[config.mk]
export PLATFORM = sky130hd
export DESIGN_NAME = rsa_ctrl
export DESIGN_NICKNAME = d
export VERILOG_FILES = /design/src/design/rsa_pkg.sv /design/src/design/rsa_ctrl.sv
export SDC_FILE = /design/constraint.sdc
export NUM_CORES = 1
export LEC_CHECK = 0
export ABC_AREA = 0
export CAP_MARGIN = 20
export CORE_MARGIN = 1.5
export CORE_UTILIZATION = 30
export DETAILED_ROUTE_END_ITERATION = 16
export DONT_BUFFER_PORTS = 1
export GPL_ROUTABILITY_DRIVEN = 0
export SLEW_MARGIN = 20
export SYNTH_ARGS = -nofsm -noshare
export SYNTH_HDL_FRONTEND = slang
export SYNTH_SLANG_ARGS = --single-unit
[constraint.sdc]
create_clock -name clk -period 1.7 [get_ports clk]
set_input_delay 0.085 -clock clk [delete_from_list [all_inputs] [get_ports clk]]
set_output_delay 0.085 -clock clk [all_outputs]
set_load 0.02 [all_outputs]
[src/design/rsa_pkg.sv]
// rsa_pkg: shared types and constants for the running statistics accumulator
// item structs, operation codes, controller states and control/status bundles
// no dependencies
`timescale 1ns / 1ps

package rsa_pkg;

  localparam int SAMPLE_W = 16;
  localparam int COUNT_W  = 24;
  localparam int FRAC_W   = 8;
  localparam int SUM_W    = SAMPLE_W + COUNT_W;
  localparam int SQ_W     = 2 * SAMPLE_W - 1 + COUNT_W;
  localparam int STAT_W   = SAMPLE_W + FRAC_W;

  typedef enum logic [1:0] {
    OP_ADD   = 2'd0,
    OP_MERGE = 2'd1,
    OP_CLEAR = 2'd2,
    OP_QUERY = 2'd3
  } op_t;

  typedef struct packed {
    op_t                         op;
    logic signed [SAMPLE_W-1:0]  sample;
    logic        [COUNT_W-1:0]   merge_count;
    logic signed [SUM_W-1:0]     merge_sum;
    logic        [SQ_W-1:0]      merge_sumsq;
    logic signed [SAMPLE_W-1:0]  merge_min;
    logic signed [SAMPLE_W-1:0]  merge_max;
  } in_item_t;

  typedef struct packed {
    logic        [COUNT_W-1:0]   count;
    logic signed [SUM_W-1:0]     total;
    logic        [SQ_W-1:0]      total_sq;
    logic signed [SAMPLE_W-1:0]  min_value;
    logic signed [SAMPLE_W-1:0]  max_value;
    logic signed [STAT_W-1:0]    mean;
    logic        [STAT_W-1:0]    std_dev;
    logic        [STAT_W-1:0]    std_err;
    logic                        empty_res;
    logic                        dev_valid;
    logic                        saturated;
  } out_item_t;

  typedef enum logic [3:0] {
    ST_IDLE,
    ST_MEAN,
    ST_MEAN_WAIT,
    ST_VAR,
    ST_VAR_WAIT,
    ST_SE_DIV,
    ST_SE_DIV_WAIT,
    ST_SE_SQRT,
    ST_SE_SQRT_WAIT,
    ST_OUT
  } ctl_state_t;

  typedef enum logic [1:0] {
    DIV_MEAN,
    DIV_VAR,
    DIV_SE
  } div_sel_t;

  typedef struct packed {
    logic apply;
    logic mean_go;
    logic var_go;
    logic se_go;
    logic sd_sqrt_go;
    logic se_sqrt_go;
    logic out_load;
  } cmd_t;

  typedef struct packed {
    logic mul_busy;
    logic div_busy;
    logic sqrt_busy;
    logic n_nz;
    logic n_ge2;
  } sts_t;

endpackage

[src/design/rsa_ctrl.sv]
// rsa_ctrl: sequencer for update, mean, variance and root steps, plus output valid
// depends on rsa_pkg
`timescale 1ns / 1ps

module rsa_ctrl (
  input  logic          clk,
  input  logic          rst_n,
  input  logic          in_valid,
  output logic          in_stall,
  output logic          out_valid,
  input  logic          out_stall,
  input  rsa_pkg::sts_t sts,
  output rsa_pkg::cmd_t cmd
);
  import rsa_pkg::*;

  ctl_state_t state_r, state_nxt;
  logic       out_valid_r;

  always_ff @(posedge clk) begin
    if (!rst_n) begin
      state_r     <= ST_IDLE;
      out_valid_r <= 1'b0;
    end else begin
      state_r <= state_nxt;
      if (cmd.out_load)                 out_valid_r <= 1'b1;
      else if (out_valid_r && !out_stall) out_valid_r <= 1'b0;
    end
  end

  always_comb begin
    state_nxt = state_r;
    cmd       = '0;
    in_stall  = 1'b1;
    unique case (state_r)
      ST_IDLE: begin
        in_stall = 1'b0;
        if (in_valid) begin
          cmd.apply = 1'b1;
          state_nxt = ST_MEAN;
        end
      end
      ST_MEAN: begin
        if (sts.n_nz) begin
          cmd.mean_go = 1'b1;
          state_nxt   = ST_MEAN_WAIT;
        end else begin
          state_nxt = ST_OUT;
        end
      end
      ST_MEAN_WAIT: begin
        if (!sts.div_busy && !sts.mul_busy) state_nxt = sts.n_ge2 ? ST_VAR : ST_OUT;
      end
      ST_VAR: begin
        cmd.var_go = 1'b1;
        state_nxt  = ST_VAR_WAIT;
      end
      ST_VAR_WAIT: begin
        if (!sts.div_busy) state_nxt = ST_SE_DIV;
      end
      ST_SE_DIV: begin
        // variance over n runs in the divider while the root of the variance runs
        cmd.se_go      = 1'b1;
        cmd.sd_sqrt_go = 1'b1;
        state_nxt      = ST_SE_DIV_WAIT;
      end
      ST_SE_DIV_WAIT: begin
        if (!sts.div_busy && !sts.sqrt_busy) state_nxt = ST_SE_SQRT;
      end
      ST_SE_SQRT: begin
        cmd.se_sqrt_go = 1'b1;
        state_nxt      = ST_SE_SQRT_WAIT;
      end
      ST_SE_SQRT_WAIT: begin
        if (!sts.sqrt_busy) state_nxt = ST_OUT;
      end
      ST_OUT: begin
        if (!out_valid_r || !out_stall) begin
          cmd.out_load = 1'b1;
          state_nxt    = ST_IDLE;
        end
      end
      default: state_nxt = ST_IDLE;
    endcase
  end

  assign out_valid = out_valid_r;

endmodule

==> flow_metrics.tcl <==
set metrics [dict create \
    grt-ovfl-total 0 \
    portBuffers 0 \
    slew_viol_final 0 \
    core_area_mm2 0.00149 \
    drc 0 \
    arrival_ps 1390 \
    async_reset_ff_share_pct 0 \
    grt_pass1_vias 397 \
    grt_setup_unrepaired "false" \
    area_growth_pct 7.09 \
    synth.area.top_cells "dfxtp_1 (21%), buf_6 (7.1%), a21oi_1 (6.3%)" \
    syn_nets 65 \
    io_pins 18 \
    start_util_pct 32.0 \
    ys_types 33 \
    drive_gt1_share_pct 30.5 \
    power.total_mw 0.865 \
    n_fill_cell 153 \
    drt_iter0_drc 8 \
    grt_pass1_wl_um 1550 \
    cp_data_required_time_ps 1620 \
    post-cts-setup-buffer-count 0 \
    syn_area_um2 477 \
    synth_seq_cells 5 \
    antenna_cells 0 \
    ff2ff_setup_slack_ps 260 \
    clkTransAtPathRegs_ps 40 \
    dpl.cell_count 70 \
    dp_slack_ps 233 \
    yosysTopAreaCell "dfxtp_1" \
    routed_wl_um 914 \
    cts_tree "built" \
    grt_usage_pct 11.2 \
    die_area_mm2 0.00184 \
    hold_violations 0 \
    tightest_slew_ps 444 \
    clock_latency_ps 240 \
    p_per_area_mw_per_mm2 1690 \
    ys.flop_type "dfxtp_1" \
    via_count 414 \
    p_leak_nw 0.211 \
    root_buffer "clkbuf_4" \
    ys_top_cells_by_count "a21oi_1 (6), nand2_1 (6), dfxtp_1 (5)" \
    fp.dieW_um 42.9 \
    cp-start-kind "register" \
    hpwl_um 749 \
    layout.cells.non_filler 75 \
    tns_ps 0 \
    clock_sinks 5 \
    htree_levels 1 \
    worst-setup-path-type "reg2out" \
    critPathMaxFanout 9 \
    finalCritPeriodShare_pct 86.9 \
    synth_edf_count 0 \
    setup_ws_ps 222 \
    die-height_um 42.9 \
    avgSynthCellArea_um2 8.51 \
    synth_top_area_share_pct 21.0 \
    synth-seq-area-share_pct 21.0 \
    vdd_ir_drop_max_mv 0.698 \
    cts_buffers 3 \
    detail_route.wl_per_cell_um 12.2 \
    slew_headroom_pct 70.4 \
    antenna_found_initial 0 \
    cp-end-kind "output port" \
    finClkSkew_ps 1.81 \
    fmax_mhz 677 \
    layout_min_cycle_time_ps 1480 \
    num-nets-final 69 \
    viasPerCell 5.52 \
    grt_max_degree 11 \
    status "finished, final reports clean" \
    netlist_instances 56 \
    cap_violations 0 \
    core.rowCount 14 \
    hold_path_class "in2reg" \
    dr.pass1.iters 4 \
    ys_warn_count 0 \
    finalSetupViolCount 0 \
    cts_buffer_depth 2 \
    antenna_left 0 \
]
==> layer usage <==
layer / vias to the layer above / share of wire [%] / global-route usage, %
li1: 202 / - / -
met1: 198 / 46 / 12.1
met2: 12 / 49 / 18.8
met3: 2 / 4.5 / 3.40
met4: 0 / 0.88 / 6.88
met5: - / 0 / 0
==> per-stage QoR <==
step | cell area [um^2] | hold WS, ps | utilization (%)
global placement | 473 | 211 | 31.8
CTS | 509 | 47.5 | 34.2
floorplan | 477 | 203 | -
detailed placement | 473 | 207 | 31.8
finish | 510 | 54.7 | 34.3
global route | 510 | 64.8 | 34.3
==> cells in the final DEF, fill, tap and decap left out, drive strengths merged, types with 2 or more instances in the layout <==
master	synthesis	routed
nand3	2	2
clkbuf	0	4
nor2	4	4
dfxtp	5	5
nand2	6	6
and3	2	2
inv	3	3
nor2b	3	3
buf	5	3
nor3	4	4
a21oi	6	6
==> registers in the layout (all words and copies together), names as in the netlist <==
| name | flops |
|---|---|
| out_valid | 1 |
| state_r | 4 |
==> repair_timing <==
action,CTS,global route
gates resized for setup,0,1
setup endpoints to repair,0,1
hold buffers,1,0
endpoints found under the hold margin,1,0
==> layout make-up <==
class	instances	area (um^2)	area share (%)
clock buffer	4	26.3	5.15
sequential	5	101	19.9
multi-input combinational	43	319	62.5
timing repair buffer	4	32.5	6.37
inverter	3	11.3	2.21
tap	16	20.0	3.92
==> logic make-up after synthesis <==
| kind of cell | count (synthesis) | synth area share [%] |
|---|---|---|
| AO/OA/AOI/OAI | 15 | 23.4 |
| XOR/XNOR | 1 | 1.84 |
| buffers and inverters | 8 | 12.1 |
| flip-flops | 5 | 21.0 |
| multiplexers | 1 | 2.10 |
| AND/OR/NAND/NOR | 26 | 39.6 |
==> final timing paths <==
| check | startpoint | to | cells past startpoint |
|---|---|---|---|
| hold / removal | rst_n | state_r[3] | 2 |
| setup reg to reg | state_r[1] | state_r[3] | 5 |
| setup / recovery | state_r[0] | cmd[0] | 4 |
| hold reg to reg | state_r[3] | state_r[2] | 1 |
==> power by group <==
part / total [mW] / internal [mW] / switching (mW) / leakage (nW)
combinational: 0.460 / 0.204 / 0.255 / 0.155
clock: 0.135 / 0.0886 / 0.0469 / 0.0150
sequential: 0.270 / 0.158 / 0.112 / 0.0412
total: 0.865 / 0.450 / 0.415 / 0.211
==> worst max-delay path, stage by stage, from the launching register on <==
cell,delay [ps]
dfxtp_2,470
nor2b_4,230
nand3_2,140
a21oi_1,160
buf_4,160
Power figures use the tool's default switching activity.
